`config.mk`:
```
export PLATFORM = sky130hd
export DESIGN_NAME = hstl_front_flat
export DESIGN_NICKNAME = d
export VERILOG_FILES = /design/src/hstl_pkg.sv /design/src/hstl_if.sv /design/src/hstl_front.sv /design/src/flat_wrapper.sv
export SDC_FILE = /design/constraint.sdc
export NUM_CORES = 1
export LEC_CHECK = 0
export BUFFER_PORTS_ARGS = -buffer_cell sky130_fd_sc_hd__buf_2
export CAP_MARGIN = 20
export CORE_MARGIN = 2
export CORE_UTILIZATION = 48
export DETAILED_ROUTE_END_ITERATION = 6
export PLACE_DENSITY = 0.83
export SLEW_MARGIN = 30
export SYNTH_ARGS = -nofsm -noshare
export SYNTH_HDL_FRONTEND = slang
export SYNTH_SLANG_ARGS = --single-unit
export TNS_END_PERCENT = 1
```
`constraint.sdc`:
```
create_clock -name clk -period 5.6 [get_ports clk]
set_input_delay 1.4 -clock clk [delete_from_list [all_inputs] [get_ports clk]]
set_output_delay 1.4 -clock clk [all_outputs]
set_load 0.01 [all_outputs]
```
`src/hstl_pkg.sv`:
```
// Shared types and constants of the hashed symbol table core.
package hstl_pkg;

    localparam int NAME_CHARS = 6;
    localparam int CHAR_BITS  = 8;
    localparam int NAME_W     = NAME_CHARS * CHAR_BITS;
    localparam logic [CHAR_BITS-1:0] CHAR_MASK = 8'h7f;

    localparam int HASH_W       = 16;
    localparam int PAIRS        = (NAME_CHARS + 1) / 2;
    localparam int RECIP_SHIFT  = 32;
    localparam int REDUCE_STEPS = 2;
    localparam int REDUCE_CNT_W = (REDUCE_STEPS > 1) ? $clog2(REDUCE_STEPS) : 1;

    localparam int STATUS_W = 2;
    localparam int INDEX_W  = 8;

    typedef enum logic [STATUS_W-1:0] {
        ST_FOUND    = 2'd0,
        ST_ABSENT   = 2'd1,
        ST_INSERTED = 2'd2,
        ST_FULL     = 2'd3
    } status_t;

    typedef enum logic {
        F_IDLE,
        F_REDUCE
    } front_state_t;

    typedef enum logic [1:0] {
        B_CLEAR,
        B_IDLE,
        B_PROBE
    } back_state_t;

endpackage

```
`src/hstl_if.sv`:
```
// Request and response stream interfaces of the hashed symbol table core.
interface hstl_req_if;
    logic                        valid;
    logic                        ready;
    logic                        operation;
    logic [hstl_pkg::NAME_W-1:0] symbol_name;

    modport source (output valid, output operation, output symbol_name, input ready);
    modport sink   (input valid, input operation, input symbol_name, output ready);
endinterface


```
`src/hstl_front.sv`:
```
// Request front: accept an item, hash its name and reduce the hash to a home slot.
module hstl_front #(
    parameter int SLOTS = 256
) (
    input  logic                        clk,
    input  logic                        rst_n,
    hstl_req_if.sink                    req,
    input  logic                        clearing,
    input  logic                        fifo_full,
    output logic                        push,
    output logic                        push_op,
    output logic [hstl_pkg::NAME_W-1:0] push_name,
    output logic [$clog2(SLOTS)-1:0]    push_home
);

    localparam int IDXW   = $clog2(SLOTS);
    localparam int PAD_W  = hstl_pkg::PAIRS * 16;
    localparam int PROD_W = hstl_pkg::HASH_W + hstl_pkg::RECIP_SHIFT;
    localparam longint unsigned RECIP_L =
        ((64'd1 << hstl_pkg::RECIP_SHIFT) + 64'(SLOTS) - 64'd1) / 64'(SLOTS);
    localparam logic [hstl_pkg::RECIP_SHIFT-1:0] RECIP = hstl_pkg::RECIP_SHIFT'(RECIP_L);
    localparam logic [hstl_pkg::HASH_W-1:0] SLOTS_H = hstl_pkg::HASH_W'(SLOTS);
    localparam logic [hstl_pkg::REDUCE_CNT_W-1:0] LAST_CNT =
        hstl_pkg::REDUCE_CNT_W'(hstl_pkg::REDUCE_STEPS - 1);

    hstl_pkg::front_state_t state_reg;
    hstl_pkg::front_state_t state_next;

    logic                              op_reg;
    logic [hstl_pkg::NAME_W-1:0]       name_reg;
    logic [hstl_pkg::HASH_W-1:0]       dvd_reg;
    logic [hstl_pkg::HASH_W-1:0]       quot_reg;
    logic [PROD_W-1:0]                 prod;
    logic [hstl_pkg::HASH_W-1:0]       quot_slots;
    logic [hstl_pkg::HASH_W-1:0]       rem;
    logic [hstl_pkg::REDUCE_CNT_W-1:0] cnt_reg;
    logic [hstl_pkg::HASH_W-1:0]       sum;
    logic                              accept;
    logic                              last;

    assign accept = req.valid && req.ready;
    assign last   = (cnt_reg == LAST_CNT);

    // Sum big-endian character pairs, pad an odd last character with zero.
    always_comb
    begin
        logic [PAD_W-1:0] padded;
        padded = PAD_W'(req.symbol_name) << (PAD_W - hstl_pkg::NAME_W);
        sum = '0;
        for (int k = 0; k < hstl_pkg::PAIRS; k++)
        begin
            sum = sum + padded[PAD_W-1-16*k -: 16];
        end
    end

    // Quotient by reciprocal multiplication, then remainder by multiply and subtract.
    assign prod       = PROD_W'(dvd_reg) * PROD_W'(RECIP);
    assign quot_slots = quot_reg * SLOTS_H;
    assign rem        = dvd_reg - quot_slots;

    always_comb
    begin
        state_next = state_reg;
        unique case (state_reg)
            hstl_pkg::F_IDLE:
            begin
                if (accept)
                begin
                    state_next = hstl_pkg::F_REDUCE;
                end
            end
            hstl_pkg::F_REDUCE:
            begin
                if (last)
                begin
                    state_next = hstl_pkg::F_IDLE;
                end
            end
            default:
            begin
                state_next = hstl_pkg::F_IDLE;
            end
        endcase
    end

    always_comb
    begin
        req.ready = 1'b0;
        push      = 1'b0;
        unique case (state_reg)
            hstl_pkg::F_IDLE:
            begin
                req.ready = !clearing && !fifo_full;
            end
            hstl_pkg::F_REDUCE:
            begin
                push = last;
            end
            default:
            begin
                req.ready = 1'b0;
            end
        endcase
    end

    assign push_op   = op_reg;
    assign push_name = name_reg;
    assign push_home = rem[IDXW-1:0];

    always_ff @(posedge clk)
    begin
        if (accept)
        begin
            op_reg   <= req.operation;
            name_reg <= req.symbol_name;
            dvd_reg  <= sum;
        end
        quot_reg <= prod[PROD_W-1 -: hstl_pkg::HASH_W];
    end

    always_ff @(posedge clk or negedge rst_n)
    begin
        if (!rst_n)
        begin
            state_reg <= hstl_pkg::F_IDLE;
            cnt_reg   <= '0;
        end
        else
        begin
            state_reg <= state_next;
            if (accept)
            begin
                cnt_reg <= '0;
            end
            else if (state_reg == hstl_pkg::F_REDUCE)
            begin
                cnt_reg <= cnt_reg + 1'b1;
            end
        end
    end

endmodule

```
`src/flat_wrapper.sv`:
```
// flat-port wrapper written by rule: the top's interface ports become plain ports
module hstl_front_flat 
#(
    parameter int SLOTS = 256
)
  (clk, rst_n, clearing, fifo_full, push, push_op, push_name, push_home, req_valid, req_operation, req_symbol_name, req_ready);
  hstl_req_if req_i ();
  input  logic clk;
  input  logic rst_n;
  input  logic clearing;
  input  logic fifo_full;
  output logic push;
  output logic push_op;
  output logic [hstl_pkg::NAME_W-1:0] push_name;
  output logic [$clog2(SLOTS)-1:0] push_home;
  input wire logic [$bits(req_i.valid)-1:0] req_valid;
  input wire logic [$bits(req_i.operation)-1:0] req_operation;
  input wire logic [$bits(req_i.symbol_name)-1:0] req_symbol_name;
  output wire logic [$bits(req_i.ready)-1:0] req_ready;
  assign req_i.valid = req_valid;
  assign req_i.operation = req_operation;
  assign req_i.symbol_name = req_symbol_name;
  assign req_ready = req_i.ready;
  hstl_front #(.SLOTS(SLOTS)) u_core (.clk(clk), .rst_n(rst_n), .req(req_i), .clearing(clearing), .fifo_full(fifo_full), .push(push), .push_op(push_op), .push_name(push_name), .push_home(push_home));
endmodule
```
## After elaboration in Yosys (flattened, before gate mapping)

Cells that the tools add are included.

| operators by class | value |
|---|---|
| bitwise gates (word level) | 1 |
| add/sub/neg operators | 4 |
| reductions and logical operators | 5 |
| muxes and demuxes | 7 |

Operators by type and width:

| cell | number |
|---|---|
| $add A8 B8 Y8 | 2 |
| $sub A8 B1 Y8 const B | 1 |
| $mux W1 | 6 |
| $logic_and A1 B1 Y1 | 2 |
| $logic_not A1 Y1 | 2 |
| $pmux W1 S2 | 1 |
| $reduce_bool A2 Y1 | 1 |
| $add A1 B1 Y1 const B | 1 |
| $not A1 Y1 | 1 |

| word-level totals | value |
|---|---|
| word-level logic and storage cells | 22 |
| output and inout bits | 59 |
| bits in registers | 59 |

## Logic depth before layout (Yosys ltp)

| depth | value |
|---|---|
| depth after elaboration | 6 |
| mapped depth | 10 |

## Least setup slack after synthesis

OpenSTA, ideal clock, no wires.

| timing | value |
|---|---|
| path kind | input to register |
| start | in fifo_full |
| end | reg u_core.dvd_reg[0] in the netlist's numbering (enable) |
| buffers on the path | 0 |
| setup time | 422 ps |
| stages | 2 |
| path slack | 1970 ps |
| arrival time | 3208 ps |
| cells stage by stage | nor3_1 -> and2_1 |

| between the ends | value |
|---|---|
| cells in the longest elaborated chain, start to end | 4 |

RTL lines:

| what | line | source |
|---|---|---|
| start: declaration | flat_wrapper.sv:11 | `input logic fifo_full;` |
| $logic_not A1 Y1 | hstl_front.sv:93 | `req.ready = !clearing && !fifo_full;` |
| $logic_and A1 B1 Y1 | hstl_front.sv:93 |  |
| $mux W1 | hstl_front.sv:90 | `unique case (state_reg)` |
| $logic_and A1 B1 Y1 | hstl_front.sv:41 | `assign accept = req.valid && req.ready;` |
| net u_core.accept | hstl_front.sv:38 | `logic accept;` |
| end signal: assignment | hstl_front.sv:116 | `dvd_reg <= sum;` |
| end: declaration | hstl_front.sv:31 | `logic [hstl_pkg::HASH_W-1:0] dvd_reg;` |

The timed path passes the listed nets, and every way through them passes these cells.
A chain may end at the register's enable or synchronous reset.

## Final worst setup path

| timing | value |
|---|---|
| start | in fifo_full |
| end | out req_ready |

| between the ends | value |
|---|---|
| cells in the longest elaborated chain, start to end | 3 |

RTL lines:

| what | line | source |
|---|---|---|
| $logic_not A1 Y1 | hstl_front.sv:93 |  |
| $logic_and A1 B1 Y1 | hstl_front.sv:93 |  |
| $mux W1 | hstl_front.sv:90 |  |
| end: declaration | flat_wrapper.sv:19 | `output wire logic [$bits(req_i.ready)-1:0] req_ready;` |

Every way passes these cells.

==> metrics <==
Worst path max stage delay=0.20 ns; CP max-delay cell=nor3_1; Pwr Density=337 mW/mm2; Worst Tran Pin Value=0.714 ns; core area=0.00441 mm2; initial core utilization=50.6%; RR Endpoint=u_core.dvd_reg[3]; cells on worst reg2reg path=3; Filler cells=316; FF-to-FF setup slack=3.88 ns; Die Height=72.2 um; TritonCTS clock tree=yes; Clock Latency Late Sink=0.32 ns; CTS Buffer Depth=2; Clk pin slew, worst setup/hold paths=0.06 ns; routed wire length=4130 um; I/O Buffers=112; number of H-tree levels=3; Post-Synthesis Cell Area=0.00223 mm2; status=finished clean; post-cts gate resize count=0; Hold Buf Count CTS=0; critical path cell sequence=buf_2 -> nor3_1 -> buf_2; setup TNS=0 ns; pin count of the biggest net entering global routing=60; routability-driven placement congestion ratio=0.767; # clock sinks=59; Avg Cell Area, Syn=20.0 um2; WHS Path Cells=2; First-pass DRT Iterations=4; gr ovfl total=0; relative slew slack=52.4%; drt via density=4.68; DR iter-0 viols=91; Max Clock Skew=0.00634 ns; CP max FO=2; first-pass GRT wire length=6200 um; area post-placement=0.00287 mm2; CTS Buf Count=9; Synth Instances=112; chip width=72.2 um; number of global-route vias before repair=1367; worst r2r src=u_core.state_reg; syn_nets=180; Place WS=2.09 ns; Largest register FFs=48; worst vdd rail ir drop=0.000225 V; #FFs+latches synth=59; Hold Path Sink=u_core.cnt_reg; final instance area=0.00304 mm2; P&R area growth vs syn=36.0%; Most Frequent Cell on Critical Path=buf_2; Worst Setup Start Kind=primary input; Min Hold Slack=0.562 ns; Residual DRC=0; Hold Crit Class=register to register; Setup CP Type=primary input to output pin; Max Slew Vio Count=0; row count=24; Hold Path Origin=u_core.cnt_reg; Fin. Hold Viols=0; IO Count=113; minimum clock period=3.27 ns; nets=304; Final Cycle Share=58.3%; Required @ worst endpoint=4.20 ns; Crit path arrival time=1.87 ns; dpl hpwl=3150 um; # diodes=0; layout cells sized above 1=53.6%; DR vias=1363; Die ar.=0.00522 mm2; global-route usage over all layers=16.6%; final setup vio count=0; Post-DRT Antenna Nets=0; Avg WL per Cell=14.2 um; multi-input logic area=433 um2; final setup margin=2.33 ns; initial antenna violation count=0; RSZ-0062 raised after global routing=no; Root Buffer=clkbuf_8; post-synth cell types=21; postcts setup bufs=0; fmax=306 MHz; maxcap violations=0; Sequential Area=0.00176 mm2; Seq/Total Area, Yosys=78.8%; Leak=1.31 nW; Worst setup EP type=output pin; synth warn=0
## worst max path at each step
| stage | start | to | slack [ns] | depth (start not counted) |
|---|---|---|---|---|
| after floorplan | fifo_full | u_core.dvd_reg[0] | 1.97 | 2 |
| after global placement | req_symbol_name[1] | u_core.dvd_reg[7] | 2.15 | 9 |
| after detailed placement | req_symbol_name[1] | u_core.dvd_reg[7] | 2.09 | 9 |
| after CTS | fifo_full | req_ready | 2.33 | 3 |
| after global routing | fifo_full | req_ready | 2.29 | 3 |
| final | fifo_full | req_ready | 2.33 | 3 |
## routing by layer
metal	part of all wire, %	global-route usage [%]	up-vias
met2	47	26.1	88
met4	1.7	8.81	0
li1	-	-	653
met5	0	0	-
met3	13	8.19	8
met1	38	18.8	614
## report_power, final
part	internal [mW]	switching [mW]	total (mW)
logic	0.0724	0.0802	0.153
clock network	0.195	0.143	0.338
registers	0.523	0.0102	0.533
total	0.790	0.233	1.02
## cell type report
type	count	area share [%]
Sequential cell	59	58.0
Timing Repair Buffer	113	18.7
Multi-Input combinational cell	42	14.2
Clock buffer	9	4.08
Tap cell	52	2.14
Clock inverter	5	1.52
Inverter	11	1.36
## layout by cell type (no fill, tap or decap), types with 2 or more instances in the layout
master and n:
buf_2 112, xnor2_1 7, fa_1 8, nor2_1 3
clkinv_1 3, ha_1 6, edfxtp_1 57, nand2_1 2
dfrtp_1 2, a21oi_1 3, clkbuf_8 9, inv_1 11
## cell usage after synthesis (all sizes together)
master | count | area [um2]
fa | 8 | 160
edfxtp | 57 | 1710
o211ai | 1 | 7.51
o31a | 1 | 8.76
dfrtp | 2 | 50.1
xnor2 | 7 | 61.3
nor3 | 1 | 5.00
nor2b | 2 | 20.0
a21oi | 3 | 15.0
o21a | 1 | 7.51
ha | 6 | 75.1
o22ai | 1 | 12.5
or2 | 1 | 6.26
a21o | 1 | 7.51
o21ai | 1 | 5.00
nand2 | 2 | 7.51
xor2 | 1 | 8.76
inv | 11 | 41.3
and2 | 2 | 12.5
nor2 | 3 | 11.3
## critical path: cells and delay by family
kind | cells | cell delay, ns
buffers and inverters | 2 | 0.27
and+or+nand+nor | 1 | 0.20
## cells by family after synthesis
kind of cell	Yosys count	synth area share, %
AO/OA/AOI/OAI	9	2.86
XOR/XNOR	8	3.14
adder cells (fa/ha/maj)	14	10.5
buffers and inverters	11	1.85
flip-flops	59	78.8
AND/OR/NAND/NOR	11	2.80
## per-stage QoR
| stage | power (mW) | std cells | utilization (%) |
|---|---|---|---|
| after floorplan | 0.636 | 112 | - |
| after global placement | 0.690 | 277 | 65.0 |
| after detailed placement | 0.696 | 277 | 65.0 |
| after CTS | 1.04 | 291 | 68.8 |
| after global routing | 1.07 | 291 | 68.8 |
| final | 1.02 | 291 | 68.8 |
Note: power is estimated with default switching activity, not from simulation.
