--- src/hstl_fifo.sv ---
// Two-entry queue between the hashing front and the probing back.
module hstl_fifo #(
    parameter int WIDTH = 57
) (
    input  logic             clk,
    input  logic             rst_n,
    input  logic             push,
    input  logic [WIDTH-1:0] push_data,
    output logic             full,
    input  logic             pop,
    output logic [WIDTH-1:0] pop_data,
    output logic             empty
);

    logic [WIDTH-1:0] slot_reg [2];
    logic             wr_ptr_reg;
    logic             rd_ptr_reg;
    logic [1:0]       count_reg;
    logic [1:0]       count_next;

    assign full     = (count_reg == 2'd2);
    assign empty    = (count_reg == 2'd0);
    assign pop_data = slot_reg[rd_ptr_reg];

    always_comb
    begin
        count_next = count_reg;
        if (push && !pop)
        begin
            count_next = count_reg + 2'd1;
        end
        else if (pop && !push)
        begin
            count_next = count_reg - 2'd1;
        end
    end

    always_ff @(posedge clk)
    begin
        if (push)
        begin
            slot_reg[wr_ptr_reg] <= push_data;
        end
    end

    always_ff @(posedge clk or negedge rst_n)
    begin
        if (!rst_n)
        begin
            wr_ptr_reg <= 1'b0;
            rd_ptr_reg <= 1'b0;
            count_reg  <= 2'd0;
        end
        else
        begin
            count_reg <= count_next;
            if (push)
            begin
                wr_ptr_reg <= ~wr_ptr_reg;
            end
            if (pop)
            begin
                rd_ptr_reg <= ~rd_ptr_reg;
            end
        end
    end

endmodule

--- config.mk ---
export PLATFORM = sky130hd
export DESIGN_NAME = hstl_fifo
export DESIGN_NICKNAME = d
export VERILOG_FILES = /design/src/hstl_fifo.sv
export SDC_FILE = /design/constraint.sdc
export NUM_CORES = 1
export LEC_CHECK = 0
export BUFFER_PORTS_ARGS = -buffer_cell sky130_fd_sc_hd__buf_2
export CAP_MARGIN = 10
export CORE_UTILIZATION = 49
export CTS_CLUSTER_DIAMETER = 60
export DETAILED_ROUTE_END_ITERATION = 12
export PLACE_DENSITY = 0.84
export SLEW_MARGIN = 20
export SYNTH_ARGS = -nofsm -noshare
export SYNTH_HDL_FRONTEND = slang
export SYNTH_SLANG_ARGS = --single-unit
--- constraint.sdc ---
create_clock -name clk -period 4.5 [get_ports clk]
set_input_delay 0.675 -clock clk [delete_from_list [all_inputs] [get_ports clk]]
set_output_delay 0.675 -clock clk [all_outputs]
set_load 0.01 [all_outputs]
Word level (Yosys, flattened, before mapping)
Memories as Yosys holds them, arrays and structs flattened. Index checks and enable logic that the tools add are counted.

Flip-flop bits (word level): 4. Memories kept: 1. RAM bits: 114. Logic and storage cells: 19.

Memories: slot_reg (depth 2, bits a word 57, rd ports 1, clocked after memory_dff 0, write ports 1, line 15) `logic [WIDTH-1:0] slot_reg [2];`.

Reduce and logical (&&, ||, !) cells: 6. Eq/ne operators: 1. Add/sub/neg operators: 2. Bitwise logic cells: 2. Mux-type cells: 4.

Operator list (count): $mux 2 (2); $add 2x1->2 const B (1); $eq 2x2->1 const B (1); $logic_and 1x1->1 (2); $logic_not 1->1 (2); $logic_not 2->1 (1); $mux 1 (2); $not 1->1 (2); $reduce_bool 2->1 (1); $sub 2x1->2 const B (1).

Depth between registers and ports, before layout
Gate-level depths: netlist of run 1.

Word-level depth: 4. Gate-level depth with buffers: 5. Mapped depth without buffers: 5.

Least setup slack after synthesis of run 1
OpenSTA, ideal clock, no wires.

Path type: in2reg. Start: input push. End: memory slot_reg[0][0], enable pin. Cell stages on the path: 1. Path slack: 831 ps. Data arrival time: 3190 ps. Cells stage by stage: nor2b_1.

Longest elaborated chain between the ends: 2.

Ends and longest elaborated chain: start: declaration (line 7) `input logic push,`; $mux 1 (line 40) `if (push)`; $mux 1 (implied by the code) (line 42) `slot_reg[wr_ptr_reg] <= push_data;`; end: declaration (line 15).

No other way between the ends.

Final worst setup path of run 1
Start: register rd_ptr_reg. End: output pop_data[56].

Longest elaborated chain between the ends: 1.

Ends and longest elaborated chain: start: declaration (line 17) `logic rd_ptr_reg;`; start signal: assignment (line 63) `rd_ptr_reg <= ~rd_ptr_reg;`; $mem_v2 2x57; end: declaration (line 11) `output logic [WIDTH-1:0] pop_data,`.

No other way between the ends.

==> flow_summary.json, run 1 <==
{
  "final_common_cell": "buf_2",
  "fin_nets": 391,
  "hp-class": "in -> reg",
  "p_total_w": 0.00373,
  "die_area_um2": 9310,
  "hp-start": "pop",
  "timing.final.crit_share": 0.692,
  "p_seq_frac": 0.424,
  "yosysSeqAreaShare": 0.805,
  "globalplace.congestion": 0.664,
  "r2r-end": "slot_reg[0][8]",
  "cts_root_buffer": "clkbuf_8",
  "hold_end": "rd_ptr_reg",
  "dp_hpwl_um": 4620,
  "antenna_found_initial": 0,
  "synth_fp_nets": 255,
  "setup_viol": 0,
  "drt-vias-per-instance": 4.90,
  "rows": 34,
  "path_clk_slew_ns": 0.06,
  "yosysWarnings": 0,
  "first_pass_iters": 6,
  "crit_arrival_ns": 2.44,
  "initial_utilization": 0.504,
  "hold_ws_ns": 0.366,
  "critPathRequiredTime_ns": 3.83,
  "r2r_slack_ns": 2.65,
  "ant_nets": 0,
  "r2r-start": "wr_ptr_reg",
  "drt_drc_violations_left": 0,
  "worstSetupPathType": "reg -> out",
  "synth.top_cell.area_share": 0.782,
  "wl_um": 7410,
  "overflow": 0,
  "power.density_nw_per_um2": 660,
  "drv_slew": 0,
  "drt_iter0_drc": 81,
  "nFillCells": 627,
  "finalClockSkew_ns": 0.00587,
  "num_antenna_cells": 0,
  "clock-sinks": 118,
  "fin_setup_tns_ns": 0,
  "routed-via-count": 2199,
  "met2_length_um": 3800,
  "path_max_fanout": 35,
  "synth_cell_types": 13,
  "syn-mean-instance-area_um2": 22.7,
  "m1WireLength_um": 3160,
  "worstSetupStartpointType": "flip-flop",
  "peakVddDrop_uv": 358,
  "globalRouteTotalUtil": 0.162,
  "largest_reg_flops": 114,
  "grt_pass1_vias": 2160,
  "power_frac_clock": 0.330,
  "min_path_cells": 2,
  "final_cells": 449,
  "die_y_um": 96.5,
  "grt_setup_unrepaired": "no",
  "cts-htree-levels": 4,
  "crit_path_end_kind": "output port",
  "tightest_slew_ns": 0.810,
  "syn_area_um2": 4380,
  "cts_setup_buffers": 0,
  "relSlewSlack": 0.460,
  "ioPinCount": 120,
  "numCtsBuffers": 17,
  "synth_area_leaders": "edfxtp_1 (78%), mux2_2 (9.5%), mux2_4 (6.9%)",
  "post_drt_wl_per_cell_um": 16.5,
  "synth_top_cell_by_area": "edfxtp_1",
  "fp.dieW_um": 96.5,
  "max_freq_ghz": 0.321,
  "reg2regPathDepth": 2,
  "post_cts_resized": 0,
  "cts_tree": "yes",
  "outcome": "finished, final reports clean",
  "drive_above_1_share": 0.616,
  "grt_max_degree": 42,
  "clockBufferDepth": 2,
  "core_area_um2": 8680,
  "dp_cells": 417,
  "io_buffers": 119,
  "area_growth_pct": 29.1,
  "p_int_w": 0.00271,
  "grt_pass1_wl_um": 10500,
  "switching_power_w": 0.00102,
  "synth-seq-cells": 118,
  "top_layer": "met4",
  "mostFrequentLayoutCells": "buf_2 (119), edfxtp_1 (114), mux2_2 (37)",
  "p_leak_nw": 2.22,
  "wl_met3_um": 416,
  "period_minus_slack_ns": 3.12,
  "syn_inst": 193,
  "clock_latency_ns": 0.50,
  "p_comb_frac": 0.246,
  "hold_viol": 0,
  "maxCapViolations": 0,
  "swShare": 0.273
}
==> synth_stat cells, drive strengths merged <==
cell type  number
ha              1
buf             6
xnor2           1
edfxtp        114
inv             1
mux2           57
xor2            4
and2            1
dfrtp           4
nor2            2
nor2b           2
==> cell type report <==
type                    count  area [um2]  share of cell area
flip-flops and latches    118        3520               0.624
well taps                 108         135              0.0239
inverters                   1        3.75            0.000664
repair buffers            123         628               0.111
clock buffers              17         414              0.0733
multi-input cells          68         808               0.143
clock inverters            14         136              0.0241
==> timing repair <==
action / CTS / global route
hold buffers: 1 / 0
hold endpoints to repair: 4 / 0
endpoints found under the setup margin: 0 / 0
==> through the flow <==
step,utilization,setup WS (ns),instance area (um2)
finish,0.651,1.38,5650
global route,0.651,1.23,5650
CTS,0.651,1.31,5650
detailed placement,0.587,1.87,5090
global placement,0.587,1.89,5090
floorplan,-,0.831,4380
==> power groups by stage <==
stage          clock [W]  sequential [W]  combinational [W]
2_1_floorplan          0         0.00154           0.000679
3_3_place_gp           0         0.00159           0.000917
3_5_place_dp           0         0.00161           0.000931
4_1_cts          0.00126         0.00159           0.000936
5_1_grt          0.00130         0.00161           0.000999
6_report         0.00123         0.00158           0.000918
==> metal layers <==
metal | track usage | vias up
met5 | 0 | -
met4 | 0.0809 | 0
met3 | 0.0556 | 4
met2 | 0.261 | 82
met1 | 0.195 | 1077
li1 | - | 1036
==> worst max-delay path: stages, from the launching register on <==
cell and delay [ns]:
dfrtp_2 0.89, buf_4 0.50, mux2_2 0.38, buf_2 0.14
==> worst max-delay path by stage <==
stage | startpoint | end | slack (ns) | depth (start not counted)
2_1_floorplan | push | slot_reg[0][0] | 0.83 | 1
3_3_place_gp | rd_ptr_reg | pop_data[49] | 1.89 | 3
3_5_place_dp | rd_ptr_reg | pop_data[56] | 1.87 | 3
4_1_cts | rd_ptr_reg | pop_data[56] | 1.31 | 3
5_1_grt | rd_ptr_reg | pop_data[50] | 1.23 | 3
6_report | rd_ptr_reg | pop_data[56] | 1.38 | 3
==> logic make-up (layout without fill, tap and decap cells) <==
logic type / Yosys count / after routing / share of synthesized area
flip-flops: 118 / 118 / 0.805
multiplexers: 57 / 57 / 0.164
buffers and inverters: 7 / 155 / 0.0120
XOR/XNOR: 5 / 5 / 0.0100
AND/OR/NAND/NOR: 5 / 5 / 0.00601
adder cells (fa/ha/maj): 1 / 1 / 0.00286
(Power assumes the default switching activity.)
==> run 2, diff against run 1 <==
ABC_AREA = 1   (was not set)
CORE_UTILIZATION = 47   (was 49)
PLACE_DENSITY = 0.85   (was 0.84)
clock period = 2.75 ns   (was 4.5 ns; I/O delays follow)
==> flow_summary.json, run 2 <==
{
  "setup_viol": 0,
  "wl_um": 7490,
  "final_util": 0.637,
  "routed-via-count": 2287,
  "numCtsBuffers": 17,
  "synth.top_cell.area_share": 0.779,
  "area_growth_pct": 28.9,
  "synth-edff-count": 114,
  "p_leak_nw": 2.25,
  "cp_top_family": "buffers and inverters",
  "synth_common_cells": "edfxtp_1 (114), mux2_2 (37), mux2_4 (20)",
  "critPathSlowestCell": "mux2_2",
  "clock-sinks": 118,
  "p_seq_frac": 0.415,
  "post_cts_resized": 0,
  "worstSetupPathType": "reg -> out",
  "grt_pass1_vias": 2474,
  "max_freq_ghz": 0.465,
  "tightest_slew_ns": 0.437,
  "core_area_um2": 8890,
  "fin_setup_tns_ns": 0,
  "hold_buffers": 1,
  "reg2regPathDepth": 3,
  "ioPinCount": 120,
  "path_clk_slew_ns": 0.05,
  "grt_setup_unrepaired": "no",
  "min_path_cells": 1,
  "relSlewSlack": 0.709,
  "synth_top_cell_by_area": "edfxtp_1",
  "worstSetupStartpointType": "flip-flop",
  "design_area_um2": 5670,
  "power.density_nw_per_um2": 1060,
  "largest_reg_flops": 114,
  "cpPeakStageDelay_ns": 0.39,
  "clock_latency_ns": 0.50,
  "swShare": 0.274,
  "path_depth": 3,
  "grt_max_degree": 59,
  "rows": 34,
  "finalClockSkew_ns": 0.00376,
  "cts_root_buffer": "clkbuf_8",
  "crit_arrival_ns": 1.74,
  "outcome": "finished, final reports clean",
  "async_flop_share": 0.0339,
  "synth_fp_nets": 264,
  "crit_buf_inv": 2,
  "post_dp_cell_area_um2": 5150,
  "syn-mean-instance-area_um2": 21.8,
  "io_buffers": 119,
  "drt-vias-per-instance": 4.97,
  "cts_tree": "yes",
  "p_int_w": 0.00437,
  "yosysSeqAreaShare": 0.802,
  "critPathRequiredTime_ns": 2.34,
  "syn_inst": 202,
  "yosysWarnings": 0,
  "die_area_um2": 9740,
  "path_max_fanout": 58,
  "num_antenna_cells": 0,
  "grt_pass1_wl_um": 11900,
  "cts_setup_buffers": 0,
  "synth_area_leaders": "edfxtp_1 (78%), mux2_2 (9.5%), mux2_4 (6.8%)",
  "dp_hpwl_um": 4810,
  "synthFlopType": "edfxtp_1",
  "synth.most_common_cell": "edfxtp_1",
  "maxCapViolations": 0,
  "fp.dieW_um": 98.7,
  "initial_utilization": 0.494,
  "drt_iter0_drc": 79,
  "final_common_cell": "buf_2",
  "period_minus_slack_ns": 2.15,
  "switching_power_w": 0.00164,
  "antenna_found_initial": 0,
  "cp_cell_sequence": "buf_12 -> mux2_2 -> buf_2",
  "syn_area_um2": 4400,
  "die_y_um": 98.7,
  "timing.final.crit_share": 0.783,
  "crit_path_end_kind": "output port",
  "p_comb_frac": 0.273,
  "drv_slew": 0,
  "overflow": 0,
  "synth_cell_types": 14,
  "first_pass_iters": 5,
  "cts-htree-levels": 4,
  "globalRouteTotalUtil": 0.169,
  "mostFrequentLayoutCells": "buf_2 (119), edfxtp_1 (114), mux2_2 (37)",
  "clockBufferDepth": 2,
  "post_drt_wl_per_cell_um": 16.3,
  "drive_above_1_share": 0.594,
  "synth-seq-cells": 118,
  "drt_drc_violations_left": 0,
  "peakVddDrop_uv": 618,
  "hp-class": "in -> reg",
  "fin_nets": 402,
  "hold_viol": 0,
  "ant_nets": 0,
  "globalplace.congestion": 0.685,
  "power_frac_clock": 0.312
}
[run 2: cell types whose count changed after synthesis]
cell     delta
xor2_1      -2
nand3_1     +1
nand4_1     +1
nand2_1     +5
nor2b_1     -2
and2_1      -1
nor2_1      +1
inv_1       +6
[run 2: path summary, 6_finish.rpt]
kind,endpoint,from,slack [ns]
max,pop_data[17],rd_ptr_reg,0.60
min,slot_reg[1][17],push_data[17],0.1
max reg2reg,slot_reg[1][20],wr_ptr_reg,1.39
min reg2reg,count_reg[1],count_reg[1],0.52
max in group asynchronous,rd_ptr_reg,rst_n,2.36
min in group asynchronous,count_reg[0],rst_n,0.25
[run 2: power by group through the flow]
| stage | combinational, W | sequential [W] | clock [W] |
|---|---|---|---|
| 6_report | 0.00164 | 0.00250 | 0.00187 |
| 4_1_cts | 0.00168 | 0.00250 | 0.00191 |
| 5_1_grt | 0.00177 | 0.00253 | 0.00200 |
| 3_3_place_gp | 0.00164 | 0.00251 | 0 |
| 3_5_place_dp | 0.00167 | 0.00253 | 0 |
| 2_1_floorplan | 0.00112 | 0.00251 | 0 |
[run 2: routing by layer]
| layer | GRT usage | vias to the layer above | wire, um |
|---|---|---|---|
| li1 | - | 1069 | - |
| met1 | 0.184 | 1109 | 2990 |
| met2 | 0.289 | 96 | 3940 |
| met3 | 0.0709 | 13 | 466 |
| met4 | 0.0781 | 0 | 99 |
| met5 | 0 | - | 0 |
[run 2: cell families after synthesis]
group	after synthesis	synth area share
adder cells (fa/ha/maj)	1	0.00285
buffers and inverters	13	0.0171
XOR/XNOR	3	0.00598
multiplexers	57	0.163
flip-flops	118	0.802
AND/OR/NAND/NOR	10	0.00939
[run 2: per-stage QoR]
| stage | setup WS [ns] | hold WS, ns | cells | power [W] |
|---|---|---|---|---|
| 4_1_cts | 0.557 | 0.0744 | 460 | 0.00609 |
| 2_1_floorplan | 0.416 | 0.117 | 202 | 0.00363 |
| 3_5_place_dp | 1.10 | 0.226 | 428 | 0.00420 |
| 6_report | 0.597 | 0.0973 | 460 | 0.00601 |
| 5_1_grt | 0.499 | 0.0661 | 460 | 0.00630 |
| 3_3_place_gp | 1.11 | 0.220 | 428 | 0.00415 |
[run 2: area by class of cell]
type	instances	area, um2
sequential	118	3520
tap	108	135
fill	621	3220
inverter	7	26.3
multi-input combinational	71	805
clock buffer	18	418
clock inverter	13	91.3
timing repair buffer	125	668
==> run 3, diff against run 2 <==
clock period = 1.9 ns   (was 2.75 ns; I/O delays follow)
==> flow_summary.json, run 3 (synthesized netlist as in run 2, its figures left out) <==
{
  "p_seq_frac": 0.360,
  "clockBufferDepth": 2,
  "crit_arrival_ns": 1.70,
  "p_total_w": 0.0101,
  "grt_pass1_wl_um": 13300,
  "fp.dieW_um": 98.7,
  "setup_slack_ns": -0.0869,
  "hold_ws_ns": 0.0386,
  "die_y_um": 98.7,
  "mostFrequentLayoutCells": "edfxtp_1 (114), buf_2 (87), dlygate4sd3_1 (59)",
  "top_layer": "met4",
  "switching_power_w": 0.00272,
  "path_max_fanout": 8,
  "post_drt_wl_per_cell_um": 18.3,
  "area_growth_pct": 52.5,
  "largest_reg_flops": 114,
  "clock_latency_ns": 0.49,
  "finalClockSkew_ns": 0.00458,
  "routed-via-count": 2574,
  "timing.final.crit_share": 1.05,
  "r2r-start": "wr_ptr_reg",
  "peakVddDrop_uv": 911,
  "overflow": 0,
  "cp_top_family": "buffers and inverters",
  "wl_um": 9580,
  "numCtsBuffers": 17,
  "period_minus_slack_ns": 1.99,
  "setup_viol": 47,
  "tightest_slew_ns": 0.342,
  "crit_buf_inv": 3,
  "relSlewSlack": 0.772,
  "critPathSlowestCell": "dfrtp_2",
  "r2r_slack_ns": 0.59,
  "grt_max_degree": 58,
  "critPathRequiredTime_ns": 1.62,
  "swShare": 0.269,
  "crit_path_end_kind": "output port",
  "globalplace.congestion": 0.650,
  "globalRouteTotalUtil": 0.185,
  "reg2regPathDepth": 3,
  "m1WireLength_um": 3870,
  "max_freq_ghz": 0.503,
  "fin_nets": 467,
  "initial_utilization": 0.494,
  "place_ws_ns": 0.402,
  "hp-class": "in -> reg",
  "hold_end": "wr_ptr_reg",
  "dp_hpwl_um": 4620,
  "drive_above_1_share": 0.524,
  "ant_nets": 0,
  "hold_viol": 0,
  "hp-start": "push",
  "rows": 34,
  "drt_iter0_drc": 80,
  "die_area_um2": 9740,
  "worstSetupStartpointType": "flip-flop",
  "drt_drc_violations_left": 0,
  "first_pass_iters": 4,
  "drv_slew": 0,
  "power_frac_clock": 0.296,
  "cts_tree": "yes",
  "cts_root_buffer": "clkbuf_8",
  "clock-sinks": 118,
  "final_common_cell": "edfxtp_1",
  "grt_setup_unrepaired": "yes",
  "min_path_cells": 2,
  "cpPeakStageDelay_ns": 0.43,
  "violations": "setup timing",
  "cp_cell_sequence": "buf_12 -> clkbuf_16 -> mux2_4 -> buf_6",
  "p_leak_nw": 2.71,
  "met2_length_um": 5220,
  "r2r-end": "slot_reg[1][42]",
  "grt_pass1_vias": 2811,
  "core_area_um2": 8890,
  "drt-vias-per-instance": 4.91,
  "num_antenna_cells": 0,
  "wl_met3_um": 381,
  "final_util": 0.754,
  "ioPinCount": 120,
  "cts-htree-levels": 4,
  "worstSetupPathType": "reg -> out",
  "p_int_w": 0.00737,
  "power.density_nw_per_um2": 1510,
  "io_buffers": 119,
  "maxCapViolations": 0,
  "path_clk_slew_ns": 0.05,
  "p_comb_frac": 0.344,
  "antenna_found_initial": 0,
  "outcome": "finished, violations left"
}
[run 3: cell count changes in the layout (fill, tap and decap cells not counted), moves of 2 or more]
| cell | delta |
|---|---|
| dlygate4sd3_1 | +58 |
| buf_6 | +34 |
| buf_2 | -32 |
| mux2_2 | -11 |
| mux2_4 | +11 |
| buf_12 | +3 |
| buf_4 | -3 |
| clkbuf_16 | +3 |
| clkinv_1 | -3 |
| buf_8 | +2 |
| bufinv_16 | +2 |
[run 3: worst max path at each step]
stage / from / endpoint / slack (ns) / cells after the start
2_1_floorplan: wr_ptr_reg / slot_reg[1][0] / 0.17 / 2
3_3_place_gp: rd_ptr_reg / pop_data[54] / 0.43 / 3
3_5_place_dp: rd_ptr_reg / pop_data[46] / 0.40 / 3
4_1_cts: rd_ptr_reg / pop_data[19] / -0.10 / 3
5_1_grt: rd_ptr_reg / pop_data[1] / -0.14 / 4
6_report: rd_ptr_reg / pop_data[1] / -0.09 / 4
[run 3: power groups by stage]
| stage | Clock (W) | Combinational [W] | Sequential [W] |
|---|---|---|---|
| after floorplan | 0 | 0.00163 | 0.00362 |
| after global placement | 0 | 0.00240 | 0.00363 |
| after detailed placement | 0 | 0.00246 | 0.00367 |
| after CTS | 0.00305 | 0.00268 | 0.00362 |
| after global routing | 0.00316 | 0.00366 | 0.00367 |
| final | 0.00299 | 0.00347 | 0.00364 |
[run 3: repair_timing]
| action | CTS | global route |
|---|---|---|
| endpoints found under the hold margin | 119 | 0 |
| hold buffers | 59 | 0 |
| buffers inserted | 0 | 1 |
| resized for setup | 11 | 37 |
| gates cloned | 0 | 7 |
| pin swaps | 0 | 0 |
| setup endpoints to repair | 57 | 57 |
[run 3: worst reg2reg max path: cells and delay by family, from the launching register on]
kind / cells / cell delay, ns
AND/OR/NAND/NOR: 1 / 0.12
flip-flops: 1 / 0.42
buffers and inverters: 2 / 0.38
[run 3: through the flow]
| stage | TNS [ns] | cells | area (um2) |
|---|---|---|---|
| floorplan | 0 | 202 | 4410 |
| global placement | 0 | 427 | 5160 |
| CTS | -2.71 | 516 | 6370 |
| detailed placement | 0 | 427 | 5160 |
| global route | -5.42 | 524 | 6710 |
| finish | -2.93 | 524 | 6710 |
[run 3: final cells by class]
type / instances / area, um2
clock buffers: 18 / 418
clock inverters: 12 / 138
fillers: 517 / 2190
inverters: 7 / 30.0
multi-input cells: 71 / 846
flip-flops and latches: 118 / 3520
well taps: 108 / 135
repair buffers: 190 / 1610
[run 3: per-layer routing]
layer | GRT usage | up-vias
met1 | 0.204 | 1282
li1 | - | 1193
met3 | 0.0511 | 12
met4 | 0.0861 | 0
met2 | 0.332 | 87
met5 | 0 | -
